--- src/rtl/dht_pkg.sv ---
package dht_pkg;

  // Phase codes of the frame receiver.
  localparam logic [1:0] PH_IDLE  = 2'd0;
  localparam logic [1:0] PH_START = 2'd1;
  localparam logic [1:0] PH_RECV  = 2'd2;

  // Input operation codes.
  localparam logic OP_TICK  = 1'b0;
  localparam logic OP_START = 1'b1;

  // Status codes.
  localparam logic [1:0] ST_VALID = 2'd0;
  localparam logic [1:0] ST_SHORT = 2'd1;
  localparam logic [1:0] ST_CSUM  = 2'd2;

  // Configuration register indexes.
  localparam logic [1:0] REG_START_LOW = 2'd0;
  localparam logic [1:0] REG_TIMEOUT   = 2'd1;
  localparam logic [1:0] REG_THRESHOLD = 2'd2;
  localparam logic [1:0] REG_MAX_TRANS = 2'd3;

  // Reset values of the configuration registers.
  localparam logic [19:0] START_LOW_RST = 20'd18000;
  localparam logic [7:0]  TIMEOUT_RST   = 8'd255;
  localparam logic [7:0]  THRESHOLD_RST = 8'd16;
  localparam logic [7:0]  MAX_TRANS_RST = 8'd85;

  localparam logic [7:0]  LEVEL_MAX     = 8'd255;
  localparam logic [7:0]  TRANS_MAX     = 8'd255;
  localparam logic [7:0]  FIRST_BIT_TR  = 8'd4;
  localparam logic [5:0]  FRAME_BITS    = 6'd40;
  localparam logic [15:0] HUM_LIMIT     = 16'd1000;
  localparam logic [14:0] TEMP_LIMIT    = 15'd1250;

  typedef struct packed {
    logic [1:0]  status;
    logic [11:0] humidity;
    logic [12:0] temperature;
  } frame_res_t;

  // Multiply an 8-bit value by ten with two shifts and an add.
  function automatic logic [11:0] times_ten(input logic [7:0] v);
    logic [11:0] w;
    begin
      w = {4'd0, v};
      times_ten = (w << 3) + (w << 1);
    end
  endfunction

  // Checks and converts a complete frame.
  function automatic frame_res_t decode_frame(input logic [39:0] fb, input logic [5:0] nbits);
    logic [7:0]  b0, b1, b2, b3, b4;
    logic [7:0]  csum;
    logic [15:0] hum;
    logic [14:0] tmag;
    logic [11:0] hum_v;
    logic [12:0] tmag_v;
    frame_res_t  r;
    begin
      b0 = fb[39:32];
      b1 = fb[31:24];
      b2 = fb[23:16];
      b3 = fb[15:8];
      b4 = fb[7:0];
      csum = b0 + b1 + b2 + b3;
      hum = {b0, b1};
      tmag = {b2[6:0], b3};
      hum_v = (hum > HUM_LIMIT) ? times_ten(b0) : hum[11:0];
      tmag_v = (tmag > TEMP_LIMIT) ? {1'b0, times_ten(b2)} : tmag[12:0];
      r.status = ST_VALID;
      r.humidity = '0;
      r.temperature = '0;
      if (nbits < FRAME_BITS) begin
        r.status = ST_SHORT;
      end else if (csum != b4) begin
        r.status = ST_CSUM;
      end else begin
        r.humidity = hum_v;
        r.temperature = b2[7] ? (13'd0 - tmag_v) : tmag_v;
      end
      decode_frame = r;
    end
  endfunction

endpackage

--- src/rtl/dht_single_wire_reader_unit.sv ---
// Channel   | Ports                         | Beat contents (lowest bit first)
// ----------+-------------------------------+-------------------------------------------
// input     | in_tvalid/in_tready/in_tdata  | tdata: pin_level; tuser: operation
// result    | out_tvalid/out_tready/out_tdata| drive_low, done_res, status, humidity,
//           |                               | temperature (signed)
// config    | cfg_valid/cfg_ready           | cfg_index, cfg_data (always ready)
//
// Every input beat yields exactly one result beat, one beat per cycle sustained while out_tready stays high.
// An accepted beat sits in the input register until the result register is free; then
// the receiver state is updated and the result register is loaded.
// The input register and the result register let a new beat enter while a result waits.
// Reset (rst_n low, synchronous) restores the register defaults and an idle receiver
// with the line released and assumed high.
module dht_single_wire_reader_unit
  import dht_pkg::*;
(
  input  logic        clk,
  input  logic        rst_n,
  input  logic        in_tvalid,
  output logic        in_tready,
  input  logic [7:0]  in_tdata,   // [0] pin_level, [7:1] zero
  input  logic        in_tuser,   // [0] operation
  output logic        out_tvalid,
  input  logic        out_tready,
  output logic [31:0] out_tdata,  // [0] drive_low, [1] done_res, [3:2] status,
                                  // [15:4] humidity_tenths, [28:16] temperature_tenths
  input  logic        cfg_valid,
  output logic        cfg_ready,
  input  logic [1:0]  cfg_index,
  input  logic [19:0] cfg_data
);

  // Configuration registers.
  logic [19:0] start_low_r;
  logic [7:0]  timeout_r;
  logic [7:0]  threshold_r;
  logic [7:0]  max_trans_r;

  // Input register.
  logic        s1_valid_r;
  logic        s1_op_r;
  logic        s1_pin_r;

  // Receiver state.
  logic [1:0]  phase_r,      phase_nxt;
  logic [19:0] start_cnt_r,  start_cnt_nxt;
  logic [7:0]  level_cnt_r,  level_cnt_nxt;
  logic        last_lvl_r,   last_lvl_nxt;
  logic [7:0]  trans_idx_r,  trans_idx_nxt;
  logic [5:0]  bit_cnt_r,    bit_cnt_nxt;
  logic [39:0] frame_r,      frame_nxt;

  // Result register.
  logic        out_valid_r;
  logic [31:0] out_data_r,   out_data_nxt;

  logic        out_free;
  logic        s1_fire;
  logic        drive_nxt;
  logic        done_nxt;
  logic [7:0]  limit;
  frame_res_t  fres;

  assign cfg_ready  = 1'b1;
  assign out_free   = !out_valid_r || out_tready;
  assign s1_fire    = s1_valid_r && out_free;
  assign in_tready  = !s1_valid_r || out_free;
  assign out_tvalid = out_valid_r;
  assign out_tdata  = out_data_r;
  assign limit      = (max_trans_r == 8'd0) ? 8'd1 : max_trans_r;

  // One receiver step for the beat held in the input register.
  always_comb begin
    phase_nxt     = phase_r;
    start_cnt_nxt = start_cnt_r;
    level_cnt_nxt = level_cnt_r;
    last_lvl_nxt  = last_lvl_r;
    trans_idx_nxt = trans_idx_r;
    bit_cnt_nxt   = bit_cnt_r;
    frame_nxt     = frame_r;
    drive_nxt     = 1'b0;
    done_nxt      = 1'b0;
    if (s1_op_r == OP_START) begin
      frame_nxt     = '0;
      bit_cnt_nxt   = '0;
      trans_idx_nxt = '0;
      level_cnt_nxt = '0;
      last_lvl_nxt  = 1'b1;
      start_cnt_nxt = start_low_r;
      phase_nxt     = PH_START;
      drive_nxt     = 1'b1;
    end else if (phase_r == PH_START) begin
      // The tick that ends the low pulse releases the line and takes no sample.
      if (start_cnt_r > 20'd1) begin
        start_cnt_nxt = start_cnt_r - 20'd1;
        drive_nxt     = 1'b1;
      end else begin
        start_cnt_nxt = '0;
        phase_nxt     = PH_RECV;
      end
    end else if (phase_r == PH_RECV) begin
      if (s1_pin_r == last_lvl_r) begin
        if (level_cnt_r != LEVEL_MAX) begin
          level_cnt_nxt = level_cnt_r + 8'd1;
        end
        done_nxt = (level_cnt_nxt >= timeout_r);
      end else begin
        // Even transitions from the fifth on close a data bit's high time.
        if (trans_idx_r >= FIRST_BIT_TR && !trans_idx_r[0] && bit_cnt_r < FRAME_BITS) begin
          frame_nxt   = {frame_r[38:0], (level_cnt_r > threshold_r)};
          bit_cnt_nxt = bit_cnt_r + 6'd1;
        end
        if (trans_idx_r != TRANS_MAX) begin
          trans_idx_nxt = trans_idx_r + 8'd1;
        end
        level_cnt_nxt = '0;
        last_lvl_nxt  = s1_pin_r;
        done_nxt      = (trans_idx_nxt >= limit);
      end
      if (done_nxt) begin
        phase_nxt = PH_IDLE;
      end
    end
  end

  assign fres = decode_frame(frame_nxt, bit_cnt_nxt);

  always_comb begin
    out_data_nxt = '0;
    out_data_nxt[0] = drive_nxt;
    out_data_nxt[1] = done_nxt;
    if (done_nxt) begin
      out_data_nxt[3:2]   = fres.status;
      out_data_nxt[15:4]  = fres.humidity;
      out_data_nxt[28:16] = fres.temperature;
    end
  end

  always_ff @(posedge clk) begin
    if (!rst_n) begin
      start_low_r <= START_LOW_RST;
      timeout_r   <= TIMEOUT_RST;
      threshold_r <= THRESHOLD_RST;
      max_trans_r <= MAX_TRANS_RST;
    end else if (cfg_valid && cfg_ready) begin
      unique case (cfg_index)
        REG_START_LOW: start_low_r <= cfg_data;
        REG_TIMEOUT:   timeout_r   <= cfg_data[7:0];
        REG_THRESHOLD: threshold_r <= cfg_data[7:0];
        REG_MAX_TRANS: max_trans_r <= cfg_data[7:0];
        default:       start_low_r <= start_low_r;
      endcase
    end
  end

  always_ff @(posedge clk) begin
    if (!rst_n) begin
      s1_valid_r  <= 1'b0;
      out_valid_r <= 1'b0;
      phase_r     <= PH_IDLE;
      start_cnt_r <= '0;
      level_cnt_r <= '0;
      last_lvl_r  <= 1'b1;
      trans_idx_r <= '0;
      bit_cnt_r   <= '0;
      frame_r     <= '0;
    end else begin
      if (in_tvalid && in_tready) begin
        s1_valid_r <= 1'b1;
      end else if (s1_fire) begin
        s1_valid_r <= 1'b0;
      end
      if (s1_fire) begin
        out_valid_r <= 1'b1;
        phase_r     <= phase_nxt;
        start_cnt_r <= start_cnt_nxt;
        level_cnt_r <= level_cnt_nxt;
        last_lvl_r  <= last_lvl_nxt;
        trans_idx_r <= trans_idx_nxt;
        bit_cnt_r   <= bit_cnt_nxt;
        frame_r     <= frame_nxt;
      end else if (out_tready) begin
        out_valid_r <= 1'b0;
      end
    end
  end

  // Payload registers, no reset needed.
  always_ff @(posedge clk) begin
    if (in_tvalid && in_tready) begin
      s1_op_r  <= in_tuser;
      s1_pin_r <= in_tdata[0];
    end
    if (s1_fire) begin
      out_data_r <= out_data_nxt;
    end
  end

`ifndef ASSERT_OFF
  a_bit_cnt_bound: assert property (@(posedge clk) disable iff (!rst_n)
    bit_cnt_r <= FRAME_BITS)
    else $error("bit counter passed the frame length");

  a_start_enters: assert property (@(posedge clk) disable iff (!rst_n)
    s1_fire && s1_op_r == OP_START |=> phase_r == PH_START && out_tdata[0])
    else $error("start beat did not begin the low pulse");

  a_not_done_quiet: assert property (@(posedge clk) disable iff (!rst_n)
    out_tvalid && !out_tdata[1] |-> out_tdata[28:2] == 27'd0)
    else $error("frame fields set on a beat without a completed frame");

  a_done_released: assert property (@(posedge clk) disable iff (!rst_n)
    out_tvalid && out_tdata[1] |-> !out_tdata[0] && phase_r == PH_IDLE)
    else $error("frame completed while driving the line or not idle");
`endif

endmodule

--- config.mk ---
export PLATFORM = sky130hd
export DESIGN_NAME = dht_single_wire_reader_unit
export DESIGN_NICKNAME = d
export VERILOG_FILES = /design/src/rtl/dht_pkg.sv /design/src/rtl/dht_single_wire_reader_unit.sv
export SDC_FILE = /design/constraint.sdc
export NUM_CORES = 1
export LEC_CHECK = 0
export BUFFER_PORTS_ARGS = -buffer_cell sky130_fd_sc_hd__buf_2
export CORE_UTILIZATION = 30
export DETAILED_ROUTE_END_ITERATION = 12
export HOLD_SLACK_MARGIN = 0.03
export SYNTH_ARGS = -nofsm -noshare
export SYNTH_HDL_FRONTEND = slang
export SYNTH_SLANG_ARGS = --single-unit
--- constraint.sdc ---
create_clock -name clk -period 8.91 [get_ports clk]
set_clock_uncertainty 0.05 [all_clocks]
set_input_delay 0.891 -clock clk [delete_from_list [all_inputs] [get_ports clk]]
set_output_delay 0.891 -clock clk [all_outputs]
set_load 0.02 [all_outputs]
==> metrics.md, run 1 <==
| Metric | Value |
|---|---|
| Crit path max fanout | 25 |
| Routed WL | between 20,000 and 30,000 um |
| Number of iterations in the first detailed-routing pass | 5 |
| CP Class | reg2reg |
| Clock Pin Slew Worst Setup and Hold Paths | 0.07 ns |
| PortBufs | 59 |
| CTS max path bufs | 2 |
| Critical path startpoint category | flip-flop |
| Required time worst endpoint | approximately 9 ns |
| Final core area utilization | 0.343 |
| Cells after DPL | approximately 1,700 |
| Initial antenna violation count | 0 |
| CP peak stage delay | roughly 0.54 ns |
| GR Util All Layers | 0.145 |
| Post-synth EDFFs | 31 |
| Gate power share | 0.098 |
| Area of the core | between 30,000 and 40,000 um2 |
| Net load switching power | between 0.4 and 0.5 mW |
| Initial core utilization | 0.306 |
| Reg2Reg Setup Slack | just under 2 ns |
| Setup WS pre-CTS | around 1.9 ns |
| Slowest stage cell on the critical path | nor2_2 |
| DIE WIDTH | ~190 um |
| Crit path time final | around 7 ns |
| Synth Warn # | 0 |
| Crit path capture type | flip-flop |
| Layout cells sized above 1 | 0.102 |
| Reg2Reg Launch Point | s1_pin_r |
| Internal cell power | 1.26 mW |
| Share of the synthesized area in the top cell type | 0.254 |
| Worst slew pin tran | ~1.1 ns |
| Critical path arrival | roughly 7 ns |
| Status | finished, final reports clean |
| Max Slew Vio Count | 0 |
| R2R cell count | 21 |
| Number of global-route vias before repair | just over 8,000 |
| Max_cap viols | 0 |
| First-pass GRT wire length | 42,100 um |
| Metal3 WL | between 1000 and 1500 um |
| CTS buffer count | 17 |
| Crit share post-route | 0.784 |
| H-Tree Depth | 4 |
| Register area share after synthesis | 0.344 |
| Switching portion of total power | 0.256 |
| Routed Antenna Nets | 0 |
| Synth Register Bits | around 160 |
| WL met1 | around 13,000 um |
| Routed vias/inst | between 5 and 6 |
| Sinks on Clock Net | about 160 |
| Met2 wire length | between 10,000 and 15,000 um |
| Max VDD drop | between 100 and 150 uV |
| Finish-stage setup viols | 0 |
| Total die area | 35,200 um2 |
| CTS tree | done |
| Layout area overhead | 12.1% |
| Final instance area | 11,600 um2 |
| Filler cells | about 3,500 |
| IO Count | a little over 70 |
| CTS resizes | 0 |
| Mapped Cells | ~1,300 |
| Placed Instance Area | 11,000 um2 |
| Final-stage net count | between 1,000 and 1,500 |
| Hold crit path type | reg2reg |
| Power share of the clock group | 0.443 |
| Cell occurring most often along the worst timing path | fa_1 |
| Largest net degree at the start of global routing | 132 |
| Postcts setup bufs | 0 |
| Mean area per synthesized cell | between 8 and 9 um2 |
| Fin worst setup slack | 1.92 ns |
| Final Wtd Congestion | 0.897 |
| Multi-input gate area | ~6300 um2 |
| Worst Hold Path Cells | 2 |
| Row count | 67 |
| Yosys cell types | 85 |
| Ranking of synthesized cells by area | dfxtp_1 25%, edfxtp_1 9.0%, nand2_1 7.1%, ha_1 6.3%, a22oi_1 4.5% |
| DR DRC count | 0 |
| Wirelength per Cell | between 10 and 15 um |
| Storage cell area | between 3000 and 4000 um2 |
| Clk root buf | clkbuf_16 |
| Post-Syn Area | just over 10,000 um2 |
| Setup tns final | 0 ns |
| FFs w/ async S/R, synth | 0 |
| Final Instance Count excl. Fillers | roughly 1,700 |
| RSZ-0062 raised after global routing | false |
| PwrDens | 146 nW/um2 |
| Antenna cell count | 0 |
| GR Overflow Total | 0 |
| Worst-path cell chain | xor2_1 > nand2_1 > nor2_2 > buf_4 > nand2_1 > a21oi_1 > inv_1 > fa_1 > inv_1 > fa_1 > fa_1 > a21oi_1 > nor2_1 > nor2_1 > xnor2_1 > a21o_1 > nand4_1 > or4_4 > nor4_4 > nand3_2 > a311oi_1 |
| WHS Endpoint | start_low_r[18] |
| Leak pwr | approximately 4.4 nW |
| Clk_lat worst skew | around 0.43 ns |
| Initial DRC Count | roughly 650 |
| Highest metal used | met4 |
| Dpl hpwl | ~17,000 um |
| Die Span Y | ~190 um |
| Via count | around 9,000 |
| Area leader, netlist | dfxtp_1 |
| Dominant register cell in the synthesized netlist | dfxtp_1 |
| Final hold vios | 0 |
| Reg2reg end | out_tdata[28] |
| Worst hold path startpoint | start_low_r[18] |
| Hold_buf cts | 0 |
| Sequential fraction of design power | 0.459 |
| Relative slew slack | 0.241 |
| Fmax | between 100 and 150 MHz |
==> area by class of cell <==
| type | count | area share |
|---|---|---|
| Multi-Input combinational cell | 965 | 0.540 |
| Sequential cell | 162 | 0.307 |
| Tap cell | 448 | 0.0484 |
| Clock buffer | 21 | 0.0406 |
| Timing Repair Buffer | 72 | 0.0339 |
| Inverter | 58 | 0.0188 |
| Clock inverter | 11 | 0.0108 |
==> flip-flops by register name (all words and copies together), names as in the netlist <==
name         count
frame_r         40
out_tdata       29
start_cnt_r     20
start_low_r     20
level_cnt_r      8
max_trans_r      8
threshold_r      8
timeout_r        8
trans_idx_r      8
bit_cnt_r        6
phase_r          2
last_lvl_r       1
out_tvalid       1
s1_op_r          1
s1_pin_r         1
s1_valid_r       1
==> cell families after synthesis <==
| kind of cell | count (synthesis) | synth area share |
|---|---|---|
| adder cells (fa/ha/maj) | 66 | 0.0892 |
| XOR/XNOR | 50 | 0.0438 |
| flip-flops | 162 | 0.344 |
| AND/OR/NAND/NOR | 498 | 0.238 |
| other | 2 | 0.000727 |
| AO/OA/AOI/OAI | 325 | 0.211 |
| multiplexers | 22 | 0.0217 |
| buffers and inverters | 131 | 0.0520 |
==> worst max-delay path by stage <==
| stage | endpoint | from | slack [ns] |
|---|---|---|---|
| after CTS | out_tdata[28] | s1_pin_r | 1.91 |
| after detailed placement | out_tdata[28] | s1_pin_r | 1.95 |
| final | out_tdata[28] | s1_pin_r | 1.92 |
| after floorplan | out_tdata[4] | s1_pin_r | 3.27 |
| after global placement | out_tdata[28] | s1_pin_r | 2.01 |
| after global routing | out_tdata[28] | s1_pin_r | 1.37 |
==> worst max-delay path, delay by kind of cell (launching register included) <==
family	cells	cell delay [ns]
fa+ha+maj	3	1.48
simple gates	9	2.51
buf+inv	3	0.55
xor+xnor	2	0.69
flops	1	0.47
compound gates	4	0.98
==> power by group through the flow <==
stage / combinational [mW] / clock, mW / sequential, mW
after floorplan: 0.110 / 0 / 0.801
after global placement: 0.164 / 0 / 0.793
after detailed placement: 0.166 / 0 / 0.794
after CTS: 0.167 / 0.769 / 0.777
after global routing: 0.187 / 0.801 / 0.780
final: 0.166 / 0.751 / 0.778
==> cell usage after synthesis, types with 19 or more instances <==
cell type	count
a21oi_1	75
xnor2_1	31
nor3_1	20
ha_1	52
dfxtp_1	131
nor2_1	76
o21ai_0	65
clkbuf_1	56
nand3_1	33
inv_1	57
nand2_1	194
a21boi_0	28
edfxtp_1	31
nor2b_1	73
a22oi_1	62
mux2i_1	19
==> routing by layer <==
metal / vias to the layer above / GRT usage
li1: 4467 / -
met1: 4153 / 0.208
met2: 255 / 0.220
met3: 28 / 0.0277
met4: 0 / 0.0447
met5: - / 0
==> per-stage QoR <==
| step | hold slack [ns] | total power, mW |
|---|---|---|
| after floorplan | 0.388 | 0.911 |
| after global placement | 0.407 | 0.957 |
| after detailed placement | 0.414 | 0.960 |
| after CTS | 0.424 | 1.71 |
| after global routing | 0.443 | 1.77 |
| final | 0.419 | 1.69 |
==> cells in the final DEF (no fill, tap or decap), types with 8 or more instances in the layout <==
cell type,n
and3_1,9
a21oi_1,75
nor3_1,19
nand2_1,194
o21ai_0,64
buf_4,13
fa_1,13
a22oi_1,62
and2_1,18
ha_1,52
edfxtp_1,31
buf_2,59
nor2b_1,73
xor2_1,18
xnor2_1,31
nand2b_1,9
nand4_1,11
nand3_1,33
a21o_1,12
a31oi_1,8
inv_1,57
a21boi_0,28
dfxtp_1,131
mux2i_1,19
o211ai_1,16
nor4_1,15
nor2_1,76
clkbuf_16,17
(Power assumes the default switching activity.)
==> run 2: changes to the inputs <==
==> constraint.sdc (replaced) <==
create_clock -name clk -period 6.79 [get_ports clk]
set_clock_uncertainty 0.05 [all_clocks]
set_input_delay 0.679 -clock clk [delete_from_list [all_inputs] [get_ports clk]]
set_output_delay 0.679 -clock clk [all_outputs]
set_load 0.02 [all_outputs]
==> metrics.md, run 2 (synthesized netlist as in run 1, its figures left out) <==
| Metric | Value |
|---|---|
| PwrDens | 192 nW/um2 (+31%) |
| Largest net degree at the start of global routing | 132 (unchanged) |
| Setup tns final | 0 ns (unchanged) |
| Reg2reg end | out_tdata[28] |
| Filler cells | 3,525 (-0.31%) |
| Leak pwr | 4.40 nW (+1.0%) |
| Clk_lat worst skew | 0.44 ns (about the same) |
| Crit path capture type | flip-flop |
| Clk root buf | clkbuf_16 |
| Worst-path cell chain | or4_4 > o31a_4 > nand2_4 > buf_4 > nand2_1 > a21oi_1 > ha_1 > inv_1 > fa_1 > inv_1 > ha_1 > fa_1 > a21oi_1 > nor2_1 > nor2_1 > xnor2_1 > a21o_1 > nand4_1 > or4_4 > nor4_4 > nand3_2 > a311oi_1 |
| Dpl hpwl | 18,100 um (+3.7%) |
| Relative slew slack | 0.244 (+0.00326) |
| Largest register FFs | 40 (unchanged) |
| Final hold vios | 0 (unchanged) |
| DR DRC count | 0 (unchanged) |
| CTS resizes | 0 (unchanged) |
| Crit path max fanout | 20 (-20%) |
| Hold crit path type | in2reg |
| Area of the core | 33,700 um2 (unchanged) |
| Via count | 8,952 (+0.55%) |
| Postcts setup bufs | 0 (unchanged) |
| Switching portion of total power | 0.254 (-0.00181) |
| Net load switching power | 0.570 mW (+31%) |
| Routed vias/inst | 5.13 (about the same) |
| Initial core utilization | 0.306 (unchanged) |
| Reg2Reg Launch Point | trans_idx_r[2] |
| Clock Pin Slew Worst Setup and Hold Paths | 0.07 ns (about the same) |
| Worst Hold Path Cells | 1 (-1) |
| PortBufs | 59 (unchanged) |
| Hold_buf cts | 0 (unchanged) |
| Power share of the clock group | 0.446 (+0.003) |
| Routed WL | 25,600 um (+1.8%) |
| CTS buffer count | 17 (unchanged) |
| Register bank with the most flops | frame_r |
| R2R cell count | 22 (+4.8%) |
| Sequential fraction of design power | 0.456 (-0.003) |
| Die Span Y | 188 um (unchanged) |
| Initial DRC Count | 699 (+7.4%) |
| Sinks on Clock Net | 162 (unchanged) |
| Final-stage net count | 1,386 (+0.65%) |
| Total die area | 35,200 um2 (unchanged) |
| Number of iterations in the first detailed-routing pass | 5 (unchanged) |
| Most frequent cells in the layout | 194 x nand2_1, 131 x dfxtp_1, 76 x nor2_1, 75 x a21oi_1, 73 x nor2b_1 |
| First-pass GRT wire length | 42,300 um (+0.34%) |
| Reg2Reg Setup Slack | 0.61 ns (-1.32 ns) |
| IO Count | 71 (unchanged) |
| Row count | 67 (unchanged) |
| Initial antenna violation count | 0 (unchanged) |
| Crit path time final | 6.18 ns (-0.802 ns) |
| Slowest stage cell on the critical path | or4_4 |
| Internal cell power | 1.67 mW (+32%) |
| CP Class | reg2reg |
| Max VDD drop | 174 uV (+27%) |
| Max Slew Vio Count | 0 (unchanged) |
| Min Hold Slack | 0.366 ns (-0.0538 ns) |
| Finish-stage setup viols | 0 (unchanged) |
| WHS Endpoint | s1_op_r |
| DIE WIDTH | 188 um (unchanged) |
| Antenna cell count | 0 (unchanged) |
| Most common cell after layout, fill and taps aside | nand2_1 |
| Crit share post-route | 0.911 (+0.127) |
| Gate power share | 0.098 (about the same) |
| H-Tree Depth | 4 (unchanged) |
| CTS max path bufs | 2 (unchanged) |
| Critical path arrival | 6.38 ns (-0.79 ns) |
| Fmax | 162 MHz (+13%) |
| RSZ-0062 raised after global routing | false |
| GR Util All Layers | 0.147 (+0.00124) |
| Wirelength per Cell | 14.7 um (+1.3%) |
| Layout area overhead | 12.9% |
| CTS tree | done |
| Worst slew pin tran | 1.13 ns (-0.00488 ns) |
| Required time worst endpoint | 6.99 ns (-2.10 ns) |
| Layout cells sized above 1 | 0.108 (+0.00545) |
| GR Overflow Total | 0 (unchanged) |
| Status | finished, final reports clean |
| Max_cap viols | 0 (unchanged) |
| CP peak stage delay | 0.57 ns (+0.03 ns) |
| Worst hold path startpoint | in_tuser |
| Final Wtd Congestion | 0.930 (+3.7%) |
| Number of global-route vias before repair | 8,282 (+1.1%) |
| Routed Antenna Nets | 0 (unchanged) |
| Critical path startpoint category | flip-flop |
## run 2: stage by stage
step	utilization	setup WS, ns	cells	power [mW]	instance area, um2
floorplan	-	1.15	1258	1.20	10300
global placement	0.328	0.681	1714	1.26	11000
detailed placement	0.328	0.654	1714	1.26	11000
CTS	0.346	0.616	1746	2.26	11700
global route	0.346	0.257	1746	2.33	11700
finish	0.346	0.606	1746	2.24	11700
## run 2: power by group through the flow
stage,Combinational (mW),Clock (mW),Sequential (mW)
final,0.220,0.998,1.02
after detailed placement,0.219,0,1.04
after CTS,0.220,1.02,1.02
after global routing,0.246,1.06,1.02
after floorplan,0.145,0,1.05
after global placement,0.216,0,1.04
## run 2: critical path: cells and delay by family (launching register included)
| kind | cells | cell delay (ns) |
|---|---|---|
| fa+ha+maj | 4 | 1.31 |
| xor+xnor | 1 | 0.18 |
| compound gates | 5 | 1.33 |
| flops | 1 | 0.37 |
| buf+inv | 3 | 0.38 |
| simple gates | 9 | 2.33 |
## run 2: per-layer routing
metal	GRT usage	up-vias	wire length [um]
met4	0.0438	0	347
met3	0.0241	29	1180
met5	0	-	0
met1	0.201	4187	12500
met2	0.235	245	11600
li1	-	4491	-
## run 2: worst max path at each step
stage / startpoint / end / slack [ns] / cells after the start
2_1_floorplan: s1_pin_r / out_tdata[4] / 1.15 / 25
3_3_place_gp: trans_idx_r[2] / out_tdata[28] / 0.68 / 22
3_5_place_dp: trans_idx_r[2] / out_tdata[28] / 0.65 / 22
4_1_cts: trans_idx_r[2] / out_tdata[28] / 0.62 / 22
5_1_grt: trans_idx_r[2] / out_tdata[28] / 0.26 / 22
6_report: trans_idx_r[2] / out_tdata[28] / 0.61 / 22
## run 2: final cells by class
cell class	instances	area, um2	share of cell area
sequential	162	3550	0.305
inverter	58	218	0.0187
multi-input combinational	965	6250	0.537
tap	448	561	0.0481
clock inverter	10	121	0.0104
timing repair buffer	81	460	0.0395
clock buffer	22	485	0.0417
